===== src/design/b64e_pkg.sv =====
// Shared types, constants and the alphabet lookup for the base64 stream encoder.
// No dependencies; used by every module of the block.
`timescale 1ns / 1ps
`default_nettype none

package b64e_pkg;

	localparam int unsigned QUEUE_DEPTH = 2;
	localparam logic [7:0] PAD_CHAR = 8'h3D;

	typedef enum logic [1:0] {
		PAD_NONE = 2'd0,
		PAD_ONE  = 2'd1,
		PAD_TWO  = 2'd2
	} pad_t;

	typedef struct packed {
		logic [23:0] word;
		pad_t        pad;
		logic        last;
	} group_t;

	typedef struct packed {
		logic   valid;
		group_t grp;
	} queue_out_t;

	function automatic logic [7:0] sextet_char(input logic [5:0] v);
		logic [7:0] c;
		c = 8'h2F;
		if (v < 6'd26) begin
			c = 8'(8'h41 + {2'b00, v});
		end else if (v < 6'd52) begin
			c = 8'(8'h61 + {2'b00, v} - 8'd26);
		end else if (v < 6'd62) begin
			c = 8'(8'h30 + {2'b00, v} - 8'd52);
		end else if (v == 6'd62) begin
			c = 8'h2B;
		end
		return c;
	endfunction

endpackage

`default_nettype wire


===== src/design/b64e_front.sv =====
// Front end: accepts raw bytes, gathers them into groups of three and
// classifies each finished group by its padding. Depends on b64e_pkg.
`timescale 1ns / 1ps
`default_nettype none

module b64e_front (
	input  wire logic            clk,
	input  wire logic            arst_n,
	input  wire logic            in_valid,
	output logic                 in_ready,
	input  wire logic [7:0]      in_byte,
	input  wire logic            in_last,
	input  wire logic            q_full,
	output logic                 push,
	output b64e_pkg::group_t     push_grp
);

	logic [15:0] pend_q;
	logic [1:0]  pos_q;
	logic        xfer;

	assign in_ready = !q_full;
	assign xfer     = in_valid && in_ready;

	always_comb begin
		push          = 1'b0;
		push_grp.word = {pend_q, in_byte};
		push_grp.pad  = b64e_pkg::PAD_NONE;
		push_grp.last = in_last;
		unique case (pos_q)
			2'd1: begin
				push          = xfer && in_last;
				push_grp.word = {pend_q[15:8], in_byte, 8'h00};
				push_grp.pad  = b64e_pkg::PAD_ONE;
			end
			2'd2: begin
				push = xfer;
			end
			default: begin
				push          = xfer && in_last;
				push_grp.word = {in_byte, 16'h0000};
				push_grp.pad  = b64e_pkg::PAD_TWO;
			end
		endcase
	end

	always_ff @(posedge clk or negedge arst_n) begin
		if (!arst_n) begin
			pend_q <= '0;
			pos_q  <= '0;
		end else if (xfer) begin
			unique case (pos_q)
				2'd1: begin
					pend_q[7:0] <= in_byte;
					pos_q       <= in_last ? 2'd0 : 2'd2;
				end
				2'd2: begin
					pos_q <= 2'd0;
				end
				default: begin
					pend_q <= {in_byte, 8'h00};
					pos_q  <= in_last ? 2'd0 : 2'd1;
				end
			endcase
		end
	end

endmodule

`default_nettype wire


===== src/design/b64e_queue.sv =====
// Short group queue between front and back ends, built from flops.
// Depends on b64e_pkg for the group record.
`timescale 1ns / 1ps
`default_nettype none

module b64e_queue #(
	parameter int unsigned DEPTH = b64e_pkg::QUEUE_DEPTH
) (
	input  wire logic                clk,
	input  wire logic                arst_n,
	input  wire logic                push,
	input  wire b64e_pkg::group_t    push_grp,
	output logic                     full,
	input  wire logic                pop,
	output b64e_pkg::queue_out_t     head
);

	localparam int unsigned PW = (DEPTH > 1) ? $clog2(DEPTH) : 1;
	localparam int unsigned CW = $clog2(DEPTH + 1);

	b64e_pkg::group_t mem_q [DEPTH];
	logic [PW-1:0]    wr_q;
	logic [PW-1:0]    rd_q;
	logic [CW-1:0]    cnt_q;
	logic             do_pop;

	assign full       = cnt_q == CW'(DEPTH);
	assign head.valid = cnt_q != '0;
	assign head.grp   = mem_q[rd_q];
	assign do_pop     = pop && head.valid;

	always_ff @(posedge clk) begin
		if (push) begin
			mem_q[wr_q] <= push_grp;
		end
	end

	always_ff @(posedge clk or negedge arst_n) begin
		if (!arst_n) begin
			wr_q  <= '0;
			rd_q  <= '0;
			cnt_q <= '0;
		end else begin
			if (push) begin
				wr_q <= (wr_q == PW'(DEPTH - 1)) ? '0 : PW'(wr_q + 1'b1);
			end
			if (do_pop) begin
				rd_q <= (rd_q == PW'(DEPTH - 1)) ? '0 : PW'(rd_q + 1'b1);
			end
			if (push && !do_pop) begin
				cnt_q <= CW'(cnt_q + 1'b1);
			end else if (!push && do_pop) begin
				cnt_q <= CW'(cnt_q - 1'b1);
			end
		end
	end

endmodule

`default_nettype wire


===== src/design/b64e_back.sv =====
// Back end: serializes each group into four characters, one per cycle while
// out_ready is high, through a registered output stage. Depends on b64e_pkg.
`timescale 1ns / 1ps
`default_nettype none

module b64e_back (
	input  wire logic                clk,
	input  wire logic                arst_n,
	input  wire b64e_pkg::queue_out_t head,
	output logic                     pop,
	output logic                     out_valid,
	input  wire logic                out_ready,
	output logic [7:0]               out_char,
	output logic                     out_last
);

	b64e_pkg::group_t grp_q;
	logic [1:0]       idx_q;
	logic             busy_q;
	logic             valid_q;
	logic [7:0]       char_q;
	logic             last_q;
	logic             advance;
	logic [5:0]       sextet;
	logic             is_pad;
	logic [7:0]       next_char;

	assign advance = busy_q && (!valid_q || out_ready);
	assign pop     = head.valid && (!busy_q || (advance && idx_q == 2'd3));

	always_comb begin
		unique case (idx_q)
			2'd0:    sextet = grp_q.word[23:18];
			2'd1:    sextet = grp_q.word[17:12];
			2'd2:    sextet = grp_q.word[11:6];
			default: sextet = grp_q.word[5:0];
		endcase
		is_pad = ((idx_q == 2'd2) && (grp_q.pad == b64e_pkg::PAD_TWO)) ||
			((idx_q == 2'd3) && (grp_q.pad != b64e_pkg::PAD_NONE));
		next_char = is_pad ? b64e_pkg::PAD_CHAR : b64e_pkg::sextet_char(sextet);
	end

	always_ff @(posedge clk) begin
		if (advance) begin
			char_q <= next_char;
			last_q <= grp_q.last && (idx_q == 2'd3);
		end
		if (pop) begin
			grp_q <= head.grp;
		end
	end

	always_ff @(posedge clk or negedge arst_n) begin
		if (!arst_n) begin
			idx_q   <= '0;
			busy_q  <= 1'b0;
			valid_q <= 1'b0;
		end else begin
			if (advance) begin
				valid_q <= 1'b1;
			end else if (out_ready) begin
				valid_q <= 1'b0;
			end
			if (pop) begin
				idx_q  <= '0;
				busy_q <= 1'b1;
			end else if (advance) begin
				idx_q <= 2'(idx_q + 1'b1);
				if (idx_q == 2'd3) begin
					busy_q <= 1'b0;
				end
			end
		end
	end

	assign out_valid = valid_q;
	assign out_char  = char_q;
	assign out_last  = last_q;

endmodule

`default_nettype wire


===== src/design/base64_stream_encoder_core.sv =====
// Streaming base64 encoder (standard alphabet, padded output).
// Input channel s_*: one raw byte per transfer, s_tlast on the final byte
// of a message. Output channel m_*: one ASCII character per transfer,
// m_tlast on the final character of the encoded message.
// A byte that does not finish a group and is not last yields nothing; a
// third byte, or a last byte, yields four characters ('=' pads for a short
// final group). With the back end idle, the byte that finishes a group
// passes the group queue, the back end's group register and its output
// register on its way to m_*; the four characters follow on consecutive
// cycles while m_tready is high. The back end emits one character per cycle
// while m_tready is high, four characters for every three input bytes;
// s_tready stays high while the group queue between front and back ends has
// room. Under sustained input the queue fills even with m_tready high, and
// s_tready then drops.
// When m_tready is low the character holds on m_tdata and the queue fills;
// then s_tready drops. arst_n clears the byte group, the queue and the
// output stage; the block accepts bytes on the first cycle after reset.
// Depends on b64e_pkg, b64e_front, b64e_queue and b64e_back.
`timescale 1ns / 1ps
`default_nettype none

module base64_stream_encoder_core #(
	parameter int unsigned QUEUE_DEPTH = b64e_pkg::QUEUE_DEPTH
) (
	input  wire logic       clk,
	input  wire logic       arst_n,
	input  wire logic       s_tvalid,
	output logic            s_tready,
	input  wire logic [7:0] s_tdata,   // [7:0] data_byte
	input  wire logic       s_tlast,   // last_byte
	output logic            m_tvalid,
	input  wire logic       m_tready,
	output logic [7:0]      m_tdata,   // [7:0] out_char
	output logic            m_tlast    // last_char
);

	logic                 push;
	b64e_pkg::group_t     push_grp;
	logic                 q_full;
	logic                 pop;
	b64e_pkg::queue_out_t head;

	b64e_front u_front (
		.clk      (clk),
		.arst_n   (arst_n),
		.in_valid (s_tvalid),
		.in_ready (s_tready),
		.in_byte  (s_tdata),
		.in_last  (s_tlast),
		.q_full   (q_full),
		.push     (push),
		.push_grp (push_grp)
	);

	b64e_queue #(
		.DEPTH (QUEUE_DEPTH)
	) u_queue (
		.clk      (clk),
		.arst_n   (arst_n),
		.push     (push),
		.push_grp (push_grp),
		.full     (q_full),
		.pop      (pop),
		.head     (head)
	);

	b64e_back u_back (
		.clk       (clk),
		.arst_n    (arst_n),
		.head      (head),
		.pop       (pop),
		.out_valid (m_tvalid),
		.out_ready (m_tready),
		.out_char  (m_tdata),
		.out_last  (m_tlast)
	);

endmodule

`default_nettype wire

===== config.mk =====
export PLATFORM = sky130hd
export DESIGN_NAME = base64_stream_encoder_core
export DESIGN_NICKNAME = d
export VERILOG_FILES = /design/src/design/b64e_pkg.sv /design/src/design/b64e_front.sv /design/src/design/b64e_queue.sv /design/src/design/b64e_back.sv /design/src/design/base64_stream_encoder_core.sv
export SDC_FILE = /design/constraint.sdc
export NUM_CORES = 1
export LEC_CHECK = 0
export ABC_AREA = 1
export BUFFER_PORTS_ARGS = -buffer_cell sky130_fd_sc_hd__buf_2
export CAP_MARGIN = 20
export CORE_MARGIN = 10
export CORE_UTILIZATION = 45
export CTS_CLUSTER_SIZE = 14
export DETAILED_ROUTE_END_ITERATION = 7
export MAX_ROUTING_LAYER = met4
export PLACE_DENSITY_LB_ADDON = 0.2
export SYNTH_ARGS = -nofsm -noshare
export SYNTH_HDL_FRONTEND = slang
export SYNTH_SLANG_ARGS = --single-unit

===== constraint.sdc =====
create_clock -name clk -period 2.9 [get_ports clk]
set_input_delay 0.145 -clock clk [delete_from_list [all_inputs] [get_ports clk]]
set_output_delay 0.145 -clock clk [all_outputs]
set_load 0.1 [all_outputs]

Word-level counts from Yosys, hierarchy flattened
Memory sizes are Yosys's and may differ from the RTL's. A register that Yosys moved wholly into a read port is not among the register bits.
Cells that the tools add are included.
{ "op_classes": {"addsub": 10, "n_mul": 0, "div": 0, "magnitude_cmp": 3, "n_eq_ne": 8, "shifts": 0, "n_mux": 24, "bitwise": 2, "n_reduce_logical": 30} }
{ "ops": {"columns": ["op", "count"], "rows": [
  ["one-hot mux 26 bit (2 select lines)", 1],
  ["two-way mux 8 bit", 3],
  ["one-hot mux 6 bit (3 select lines)", 1],
  ["adder 7 x 6 -> 8 bit, first input constant", 2],
  ["one-hot mux 8 bit (2 select lines)", 1],
  ["less-than comparator 6 bit, second input constant", 2],
  ["nonzero test 2 bit", 6],
  ["logical AND 1 bit", 11],
  ["two-way mux 1 bit", 11],
  ["== test 2 bit, second input constant", 5],
  ["two-way mux 2 bit", 5],
  ["subtractor 8 x 5 -> 8 bit, second input constant", 1],
  ["subtractor 8 x 6 -> 8 bit, second input constant", 1],
  ["adder 6 x 6 -> 7 bit, first input constant", 1],
  ["== test 6 bit, second input constant", 1],
  ["less-than comparator 6 x 5 -> 1 bit, second input constant", 1],
  ["AND reduction 2 bit", 3],
  ["zero test 1 bit", 5],
  ["adder 2 x 1 -> 2 bit, second input constant", 2],
  ["== test 2 x 1 -> 1 bit, second input constant", 2],
  ["one-hot mux 2 bit (2 select lines)", 1],
  ["logical OR 1 bit", 3],
  ["two-way mux 3 bit", 1],
  ["adder 1 bit, second input constant", 2],
  ["4 further kinds", 5]
]} }
{ "word_totals": {"regBits": 35, "latch_bits": 0, "ramBits": 54, "romBits": 0, "inputBits": 13, "wordCells": 89, "mem_count": 1} }
{ "mem_list": {"columns": ["name", "words", "width", "read_ports", "rd_clocked_by_memory_dff", "write_ports", "line_no", "source"], "rows": [
  ["u_queue.mem_q", 2, 27, 1, 1, 1, "b64e_queue.sv:21", "b64e_pkg::group_t mem_q [DEPTH];"]
]} }

Depth between registers and ports, before layout
Gate-level depths: netlist (run 1).
{ "depth": {"ltp_word": 10, "ltp_mapped": 14} }

Hierarchy
From an unflattened synthesis (run 1), not the netlist that was laid out.
{ "hier_totals": {"cells_unflattened": 516, "hier_area_um2": 5257.5} }
{ "modules_own_cells": {"columns": ["mod", "n_inst", "cells_per_inst", "area_per_inst_um2", "seq_area_each_um2"], "rows": [
  ["b64e_queue", 1, 168, 2210.9, 1721.7],
  ["b64e_back", 1, 178, 1909.3, 1181.1],
  ["b64e_front", 1, 170, 1137.3, 450.4]
]} }

Least setup slack after synthesis (run 1)
Ideal clock, no wire load.
{ "synth_timing": {"path_kind": "register -> register", "from": "register u_queue.cnt_q[0]", "to": "memory u_queue.mem_q[0][0] in the netlist's numbering (enable)", "setup_time_ps": 411, "arrival_time_ps": 2747, "setup_slack_ps": -258, "stages_incl_launch_ff": 7, "synth_period_minus_slack_ps": 3158, "cell_sequence": "dfrtp_1 inv_1 nand2_1 nand2_1 inv_2 o21ai_0 nor2_1"} }
{ "synth_via": {"elab_chain_cells": 7} }
{ "synth_lines": {"columns": ["item", "line_no", "source"], "rows": [
  ["start, declared", "b64e_queue.sv:24", "logic [CW-1:0] cnt_q;"],
  ["start signal, assigned", "b64e_queue.sv:51", "cnt_q <= CW'(cnt_q + 1'b1);"],
  ["start signal, assigned", "b64e_queue.sv:53", "cnt_q <= CW'(cnt_q - 1'b1);"],
  ["== test 2 bit (*)", "b64e_queue.sv:27", "assign full = cnt_q == CW'(DEPTH);"],
  ["zero test 1 bit (*)", "b64e_front.sv:22", "assign in_ready = !q_full;"],
  ["named net s_tready", "base64_stream_encoder_core.sv:28", "output logic s_tready,"],
  ["logical AND 1 bit (*)", "b64e_front.sv:23", "assign xfer = in_valid && in_ready;"],
  ["logical AND 1 bit", "b64e_front.sv:32, b64e_front.sv:40", null],
  ["two-way mux 1 bit (*)", null, null],
  ["two-way mux 1 bit (*)", "b64e_queue.sv:33", "if (push) begin"],
  ["two-way mux 1 bit (not written as such) (*)", "b64e_queue.sv:34", "mem_q[wr_q] <= push_grp;"],
  ["end, declared", "b64e_queue.sv:21", null]
]} }
Mark *: on every way through the listed nets, which the timed path passes. The rest lies on a longest branch.

Worst setup path after layout (run 1)
{ "layout_timing": {"from": "register u_back.idx_q[0]", "to": "register u_back.char_q[5] (netlist: u_back.out_char[5]) (data pin)"} }
{ "layout_via": {"elab_chain_cells": 7, "elab_cells_between_ends": 19} }
{ "layout_lines": {"columns": ["item", "line_no", "source"], "rows": [
  ["start, declared", "b64e_back.sv:18", "logic [1:0] idx_q;"],
  ["start signal, assigned", "b64e_back.sv:68", "idx_q <= 2'(idx_q + 1'b1);"],
  ["== test 2 bit (tied with other cells)", "b64e_back.sv:32, b64e_back.sv:38", null],
  ["one-hot mux 6 bit (3 select lines)", "b64e_back.sv:32", "unique case (idx_q)"],
  ["adder 6 x 6 -> 7 bit", "b64e_pkg.sv:36", "c = 8'(8'h30 + {2'b00, v} - 8'd52);"],
  ["subtractor 8 x 6 -> 8 bit", "b64e_pkg.sv:36", null],
  ["two-way mux 8 bit", "b64e_pkg.sv:35", "end else if (v < 6'd62) begin"],
  ["two-way mux 8 bit", "b64e_pkg.sv:33", "end else if (v < 6'd52) begin"],
  ["two-way mux 8 bit", "b64e_pkg.sv:31", "if (v < 6'd26) begin"],
  ["end signal, assigned", "b64e_back.sv:45", "char_q <= next_char;"],
  ["end, declared", "b64e_back.sv:21", "logic [7:0] char_q;"]
]} }
Parallel ways exist; a longest one is shown, timed or not.
A chain may end at the register's enable or synchronous reset.

==> flow_summary.ini, run 1 <==
[status]
status = finished clean

[power]
total_power_mw = 7.806
p_per_area_mw_per_mm2 = 1304
ir_worst_vdd_mv = 1.048
p_leak_nw = 2.620

[worst_hold_path]
hold_class = in2reg
holdPathStages = 3
min_from = s_tdata[3]
hold_path_end = u_front.pend_q[11]

[synth]
synth_area_mm2 = 0.005136
yosys.area_share.simple_pct = 19.39
syn_area_per_cell_um2 = 10.52
synth_fa_ha_area_share_pct = 2.923
synth_top_area_share_pct = 52.62
synth_compound_area_share_pct = 6.918
synth_xor_area_share_pct = 0.8526
ys_seq_area_share_pct = 65.29
syn-instance-count = 488
synth_mux_area_share_pct = 0
yosys_warnings = 0
syn_nets = 513
yosysTopAreaCell = edfxtp_1
ys_types = 30
synth_top_family_by_area = simple AND/OR/NAND/NOR gates
synth_area_leaders = edfxtp_1 53%, nand2_1 13%, dfrtp_1 13%
synth-seq-cells = 116

[die]
pin_count = 24
fp-row-count = 38
initial_utilization_pct = 46.76
die_x_um = 126.8
core_mm2 = 0.01098
die_y_um = 126.8
die_area_mm2 = 0.01609

[finish]
syn_to_final_growth_pct = 16.52
fillers = 944
diodes = 0
drive_gt1_share_pct = 14.31
mostFrequentLayoutCells = 183 x nand2_1, 90 x edfxtp_1, 42 x inv_1
nNetsFinal = 550
final_common_cell = nand2_1
fin_util_pct = 54.49
fin_cells = 678
multiInputGateArea_mm2 = 0.001550
regArea_mm2 = 0.003353

[routing]
drc_errors = 0
routed_wl_mm = 9.449
ant_nets = 0
drt-initial-drc-count = 206
vias_per_cell = 4.771
dr.pass1.iters = 4
wire_per_inst_um = 13.94
via_count = 3235

[sta]
whs_ns = 0.05810
clock_skew_ns = 0.008058
rsz0062_at_grt = false
fin_crit_sh_pct = 84.12
final-max-slew-violation-count = 0
layout_min_cycle_time_ns = 2.439
slew_headroom_pct = 55.60
fmax_mhz = 409.9
fin_setup_tns_ns = 0
tightest_slew_ns = 0.6590
finalHoldViolations = 0
setup_viol = 0

[place]
hpwl_mm = 6.519
portBuffers = 23
gp_congestion = 0.8236
dp.cells = 643

[setup_path]
r2r_setup_slack_ns = 0.46
r2r-end = u_back.out_char[5]
crit_arrival_ns = 2.59
slowest_stage = dfrtp_1
r2r-start = u_back.idx_q[0]
crit_family = adder cells
reg2reg_depth = 13
critPathKind = reg2reg
critPathMaxStageDelay_ns = 0.41
path_cells = inv_1, ha_1, nand2_1, nand2_1, o22ai_1, inv_1, ha_1, inv_1, nor2_2, nand3_2, nand3_1, nand3_1, nand2_1
cp.buffers_inverters = 3
cp_max_fo = 6
critPathCaptureType = register
cp.required_ns = 3.05
worstSetupStartpointType = register

[cts]
cts-root-buf = clkbuf_16
post-cts-setup-buffers = 0
h-tree-depth = 4
clkTransAtPathRegs_ns = 0.05
cts_tree = built
ctsResizeCount = 0
holdBufCountCts = 3
cts.sinks = 116
numCtsBuffers = 17
clk_path_buf_depth = 2
insertion_delay_ns = 0.40

[global_routing]
grt_max_degree = 29
grt_usage_pct = 12.76
grt_pass1_vias = 3204
grt.overflow.total = 0
antenna_found_initial = 0
grt_pass1_wl_mm = 15.81

[run]
drv_cap = 0
cell type report:
type | count | share of cell area (%)
Clock buffer | 25 | 8.112
Multi-Input combinational cell | 312 | 25.90
Clock inverter | 7 | 0.9199
Tap cell | 140 | 2.927
Sequential cell | 116 | 56.03
Timing Repair Buffer | 32 | 3.178
Inverter | 46 | 2.927
synthesized netlist by cell type:
cell type,count
nand2_1,183
edfxtp_1,90
inv_1,42
o21ai_0,28
dfrtp_1,26
nand3_1,22
nor2_1,15
ha_1,12
a21oi_1,10
clkbuf_1,10
o21a_1,9
nand2_4,4
or2_2,4
inv_2,3
nor2_2,3
o21ai_1,3
xor2_1,3
buf_2,2
nand2_2,2
nand4_1,2
nor3_1,2
o21ai_4,2
o21bai_4,2
o22ai_1,2
xnor2_1,2
buf_1,1
buf_6,1
inv_4,1
nand3_2,1
or2_4,1
logic make-up (layout without fill, tap and decap cells):
family                     count (synthesis)  count (layout)
adders and majority gates                 12              12
DFF                                      116             116
AOI/OAI and AO/OA                         56              56
and+or+nand+nor                          239             239
xor gates and xnor gates                   5               5
buffers and inverters                     60             110
metal layers:
layer	wire length [um]	up-vias	GRT usage, %
met5	0	-	-
met1	4376	1484	15.09
li1	-	1679	-
met3	403	10	4.915
met2	4570	62	19.17
met4	99	0	5.224
stage by stage:
step                instance area, um^2  setup WS [ns]
finish                             5984         0.4606
global route                       5984         0.2155
CTS                                5984         0.4649
detailed placement                 5414         0.4879
global placement                   5414         0.5745
floorplan                          5136        -0.2581
state kept, by name (all words and copies together) (netlist names):
name,flops
u_back.out_valid,1
u_front.pos_q,2
u_back.out_last,1
u_back.out_char,8
u_back.idx_q,2
u_queue.wr_q,1
u_front.pend_q,16
u_queue.mem_q,54
u_queue.cnt_q,2
u_back.busy_q,1
u_queue.rd_q,1
u_back.grp_q,27
worst max-delay path by stage:
stage,startpoint,endpoint,cells past startpoint
final,u_back.idx_q[0],u_back.out_char[5],13
after global routing,u_back.idx_q[0],u_back.out_char[2],13
after global placement,u_back.idx_q[0],u_back.out_char[5],13
after detailed placement,u_back.idx_q[0],u_back.out_char[5],13
after floorplan,u_queue.cnt_q[0],u_queue.mem_q[0][0],6
after CTS,u_back.idx_q[0],u_back.out_char[5],13
tightest hold or removal path, cell delays in order:
cell and delay (ns):
buf_2 0.13, inv_1 0.06, o21ai_0 0.08
where the power goes:
group / internal [mW] / switching (mW) / leakage, nW
combinational: 0.879 / 2.30 / 1.20
sequential: 2.55 / 0.194 / 1.16
clock: 1.23 / 0.651 / 0.265
total: 4.66 / 3.15 / 2.62
No activity file was read; power rests on OpenSTA's default activity.
==> run 2, diff against run 1 <==
==> constraint.sdc (replaced) <==
create_clock -name clk -period 2.26 [get_ports clk]
set_input_delay 0.113 -clock clk [delete_from_list [all_inputs] [get_ports clk]]
set_output_delay 0.113 -clock clk [all_outputs]
set_load 0.1 [all_outputs]
==> run 2 against run 1 <==
Worst hold slack got worse by 0.027 ns. Largest cell class unchanged. First-iteration DRC count rose by 21%. Clock-buffer cell count fell by 6. Register-to-register slack got worse by 0.33 ns.
==> flow_summary.ini, run 2 (same netlist as run 1, synthesis figures left out) <==
[status]
status = finished clean

[setup_path]
cp_max_fo = 11
crit_family = simple AND/OR/NAND/NOR gates
critPathCaptureType = register
r2r-end = u_back.out_char[0]
slowest_stage = dfrtp_2
r2r-start = u_back.idx_q[0]
worstSetupStartpointType = register
cp.buffers_inverters = 3
path_cells = ha_4, inv_4, or2_2, o21ai_1, inv_1, ha_4, inv_1, nor2_4, nand3_2, nand2_1, nand2_1, nand3_1
critPathMaxStageDelay_ns = 0.47
reg2reg_depth = 12
r2r_setup_slack_ns = 0.13
crit_arrival_ns = 2.27
critPathKind = reg2reg
cp.required_ns = 2.41

[global_routing]
grt.overflow.total = 0
grt_pass1_vias = 3223
grt_max_degree = 29
grt_usage_pct = 12.63
antenna_found_initial = 0
grt_pass1_wl_mm = 15.64

[finish]
largest_reg_flops = 54
fin_util_pct = 56.71
top_register = u_queue.mem_q
nNetsFinal = 561
diodes = 0
fillers = 895
fin_cells = 688
final_common_cell = nand2_1
largest_registers = u_queue.mem_q: 54 flops, u_back.grp_q: 27 flops, u_front.pend_q: 16 flops
mostFrequentLayoutCells = 182 x nand2_1, 90 x edfxtp_1, 39 x inv_1
drive_gt1_share_pct = 18.80
syn_to_final_growth_pct = 21.27

[sta]
final-max-slew-violation-count = 0
finalHoldViolations = 0
layout_min_cycle_time_ns = 2.128
fin_ws_ns = 0.1319
tightest_slew_ns = 0.5985
clock_skew_ns = 0.007009
fmax_mhz = 469.9
setup_viol = 0
fin_crit_sh_pct = 94.16
slew_headroom_pct = 60.10

[die]
core_mm2 = 0.01098
initial_utilization_pct = 46.76
fp-row-count = 38
die_y_um = 126.8
die_x_um = 126.8
die_area_mm2 = 0.01609
pin_count = 24

[cts]
cts-root-buf = clkbuf_16
cts_tree = built
insertion_delay_ns = 0.40
numCtsBuffers = 17
clkTransAtPathRegs_ns = 0.05
clk_path_buf_depth = 2
cts.sinks = 116
h-tree-depth = 4

[routing]
wire_per_inst_um = 13.96
dr.pass1.iters = 4
drt-initial-drc-count = 250
ant_nets = 0
vias_per_cell = 4.860
via_count = 3344
routed_wl_mm = 9.602
drc_errors = 0

[place]
place_ws_ns = 0.01818
hpwl_mm = 6.708
portBuffers = 23
dp.cells = 649
gp_congestion = 0.9360

[run]
drv_cap = 0

[worst_hold_path]
hold_path_end = u_front.pend_q[12]
min_from = s_tdata[4]
hold_class = in2reg
holdPathStages = 3
==> run 2: cell count changes in the layout (fill, tap and decap cells not counted), moves of 3 or more <==
| cell | before | now |
|---|---|---|
| buf_4 | 6 | 14 |
| ha_1 | 12 | 7 |
| ha_4 | 0 | 5 |
| clkinvlp_4 | 0 | 4 |
| buf_12 | 0 | 3 |
| clkbuf_1 | 5 | 2 |
| clkbuf_8 | 3 | 0 |
| dfrtp_1 | 26 | 23 |
| dfrtp_2 | 0 | 3 |
| inv_1 | 42 | 39 |
| nor2_2 | 5 | 2 |
| nor2_4 | 0 | 3 |
==> run 2: area by class of cell <==
| type | instances | area [um^2] | area share (%) |
|---|---|---|---|
| timing repair buffer | 43 | 310.3 | 4.982 |
| multi-input combinational | 312 | 1630 | 26.18 |
| sequential | 116 | 3357 | 53.90 |
| clock inverter | 12 | 138.9 | 2.230 |
| clock buffer | 19 | 432.9 | 6.951 |
| tap | 140 | 175.2 | 2.812 |
| inverter | 46 | 183.9 | 2.953 |
==> run 2: worst max-delay path by stage <==
stage | depth (start not counted) | endpoint | slack, ns | start
2_1_floorplan | 6 | u_queue.mem_q[0][0] | 0.007 | u_queue.cnt_q[0]
3_3_place_gp | 11 | u_back.out_char[4] | 0.11 | u_back.idx_q[0]
3_5_place_dp | 14 | u_back.out_char[4] | 0.02 | u_back.idx_q[0]
4_1_cts | 14 | u_back.out_char[4] | 0.006 | u_back.idx_q[0]
5_1_grt | 12 | u_back.out_char[4] | -0.01 | u_back.idx_q[0]
6_report | 12 | u_back.out_char[0] | 0.13 | u_back.idx_q[0]
==> run 2: what timing repair did <==
action | in CTS | in global routing
endpoints found under the setup margin | 0 | 7
endpoints found under the hold margin | 30 | 0
buffers inserted | 0 | 5
gates resized for setup | 0 | 17
hold buffers | 3 | 0
==> run 2: metrics by stage <==
stage | instance area (um^2) | setup TNS (ns) | hold slack, ns
3_3_place_gp | 5514 | 0 | 0.1504
6_report | 6228 | 0 | 0.03125
3_5_place_dp | 5514 | 0 | 0.1571
4_1_cts | 6116 | 0 | 0.004563
2_1_floorplan | 5159 | 0 | -0.1826
5_1_grt | 6228 | -0.01257 | 0.03870
==> run 2: layer usage <==
metal  track usage, %  routed length [um]  up-vias
met3            4.332                 417        9
met1            14.11                4294     1559
met2            19.93                4767       70
met4            6.028                 124        0
met5                -                   0        -
li1                 -                   -     1706
==> run 2: worst min-delay path: cells and delay by family <==
kind                   cells  cell delay (ns)
buffers and inverters      2             0.18
AOI/OAI and AO/OA          1             0.08
Power of run 2 is not shown: default switching activity piles up to over one toggle a cycle in this logic, so the estimate is an artifact.
==> run 3, diff against run 2 <==
--- a/config.mk
+++ b/config.mk
@@ -8,6 +8,7 @@
 export ABC_AREA = 1
 export BUFFER_PORTS_ARGS = -buffer_cell sky130_fd_sc_hd__buf_2
 export CAP_MARGIN = 20
+export CORE_ASPECT_RATIO = 2
 export CORE_MARGIN = 10
 export CORE_UTILIZATION = 45
 export CTS_CLUSTER_SIZE = 14
==> run 3 against run 2 <==
Die area is 1.6% higher. Non-clock buffer count decreased by 2. Fmax decreased by 0.50%. Core utilization shrank 1.1 points. Critical path depth is 1 higher. Sequential share of layout area shrank 0.12 points. Clock-buffer cell count increased by 1. Wire length grew 5.7%. Register-to-register slack barely moved. Worst setup slack worse by 0.011 ns. Design area increased by 0.22%.
==> flow_summary.ini, run 3 (same netlist as run 1, synthesis figures left out) <==
[cts]
clkTransAtPathRegs_ns = 0.06
h-tree-depth = 4
insertion_delay_ns = 0.41
numCtsBuffers = 17
clk_path_buf_depth = 2
cts-root-buf = clkbuf_16
cts.sinks = 116
cts_tree = built

[finish]
finalInstanceArea_mm2 = 0.006242
final_common_cell = nand2_1
nNetsFinal = 559
fillers = 936
mostFrequentLayoutCells = 182 x nand2_1, 90 x edfxtp_1, 38 x inv_1
largest_registers = u_queue.mem_q: 54 flops, u_back.grp_q: 27 flops, u_front.pend_q: 16 flops
diodes = 0
largest_reg_flops = 54
top_register = u_queue.mem_q
syn_to_final_growth_pct = 21.53
drive_gt1_share_pct = 19.38

[global_routing]
grt_usage_pct = 13.44
grt.overflow.total = 0
grt_pass1_vias = 3468
grt_max_degree = 29
grt_pass1_wl_mm = 16.23
antenna_found_initial = 0

[setup_path]
worstSetupStartpoint = u_back.idx_q[0]
critPathKind = reg2reg
r2r-start = u_back.idx_q[0]
cp_max_fo = 6
r2r_setup_slack_ns = 0.12
crit_arrival_ns = 2.30
critPathCaptureType = register
r2r-end = u_back.out_char[2]
cp.required_ns = 2.42
reg2reg_depth = 13
worstSetupStartpointType = register
crit_end = u_back.out_char[2]

[place]
dpl_cell_area_mm2 = 0.005492
gp_congestion = 0.8929
hpwl_mm = 7.385
portBuffers = 23

[sta]
fin_crit_sh_pct = 94.63
layout_min_cycle_time_ns = 2.139
setup_viol = 0
slew_headroom_pct = 57.81
fmax_mhz = 467.6
final-max-slew-violation-count = 0
finalHoldViolations = 0
tightest_slew_ns = 0.6328
clock_skew_ns = 0.007944

[routing]
via_count = 3453
dr.pass1.iters = 4
ant_nets = 0
routed_wl_mm = 10.15
vias_per_cell = 5.012
wire_per_inst_um = 14.73
drt-initial-drc-count = 179
drc_errors = 0

[die]
core_mm2 = 0.01122
die_y_um = 171.1
pin_count = 24
initial_utilization_pct = 45.79
die_x_um = 95.55
fp-row-count = 55
die_area_mm2 = 0.01635

[worst_hold_path]
hold_class = in2reg

[run]
drv_cap = 0

[status]
status = finished clean
==> run 3: cell count changes in the layout (fill, tap and decap cells not counted), moves of 2 or more <==
| cell | before | now |
|---|---|---|
| clkinv_4 | 0 | 3 |
| buf_12 | 3 | 1 |
| clkbuf_8 | 0 | 2 |
| clkinv_1 | 3 | 1 |
| clkinvlp_4 | 4 | 2 |
==> run 3: worst max-delay path, cell delays in order (launching register included) <==
cell and delay, ns:
dfrtp_2 0.45, buf_4 0.16, ha_4 0.17, nand2_1 0.06, nand2_1 0.05, o22ai_1 0.15, inv_1 0.12, ha_4 0.18
inv_1 0.12, nor2_4 0.07, nand3_2 0.11, o21ai_0 0.11, nand3_1 0.10, nand2_1 0.05
==> run 3: layout make-up <==
type / count / area, um^2 / area share (%)
well taps: 142 / 177.7 / 2.846
inverters: 46 / 183.9 / 2.946
flip-flops and latches: 116 / 3357 / 53.78
clock inverters: 12 / 176.4 / 2.826
repair buffers: 41 / 270.3 / 4.330
multi-input cells: 312 / 1620 / 25.96
clock buffers: 20 / 456.7 / 7.316
==> run 3: worst min path at each step <==
| stage | from | to | slack, ns | cells past startpoint |
|---|---|---|---|---|
| 2_1_floorplan | arst_n | u_back.busy_q | -0.18 | 0 |
| 5_1_grt | s_tdata[4] | u_front.pend_q[12] | 0.05 | 3 |
| 3_5_place_dp | arst_n | u_front.pos_q[1] | 0.17 | 1 |
| 6_report | s_tdata[5] | u_front.pend_q[13] | 0.04 | 3 |
| 3_3_place_gp | arst_n | u_queue.wr_q | 0.16 | 1 |
| 4_1_cts | s_tdata[2] | u_front.pend_q[10] | 0.02 | 3 |
==> run 3: routing by layer <==
metal  up-vias  routed length (um)  track usage [%]
li1       1712                   -                -
met1      1616                3541            11.10
met2        90                5743            24.84
met3        35                 413            3.335
met4         0                 447            8.897
met5         -                   0                -
==> run 3: stage by stage <==
stage,TNS (ns),std cells,setup slack (ns),hold slack [ns],util (%)
2_1_floorplan,0,488,0.006661,-0.1826,-
3_3_place_gp,0,651,0.1009,0.1588,48.96
3_5_place_dp,-0.002587,651,-0.002587,0.1711,48.96
4_1_cts,0,686,0.009682,0.01768,54.91
5_1_grt,-0.04655,689,-0.04655,0.04683,55.65
6_report,0,689,0.1213,0.03833,55.65
==> run 3: timing repair <==
item / 4_1_cts / 5_1_grt
resized for setup: 2 / 15
endpoints found under the setup margin: 2 / 6
pin swaps: 0 / 1
buffers inserted: 0 / 3
hold buffers: 3 / 0
endpoints found under the hold margin: 30 / 0
Power of run 3 is left out for the same reason.
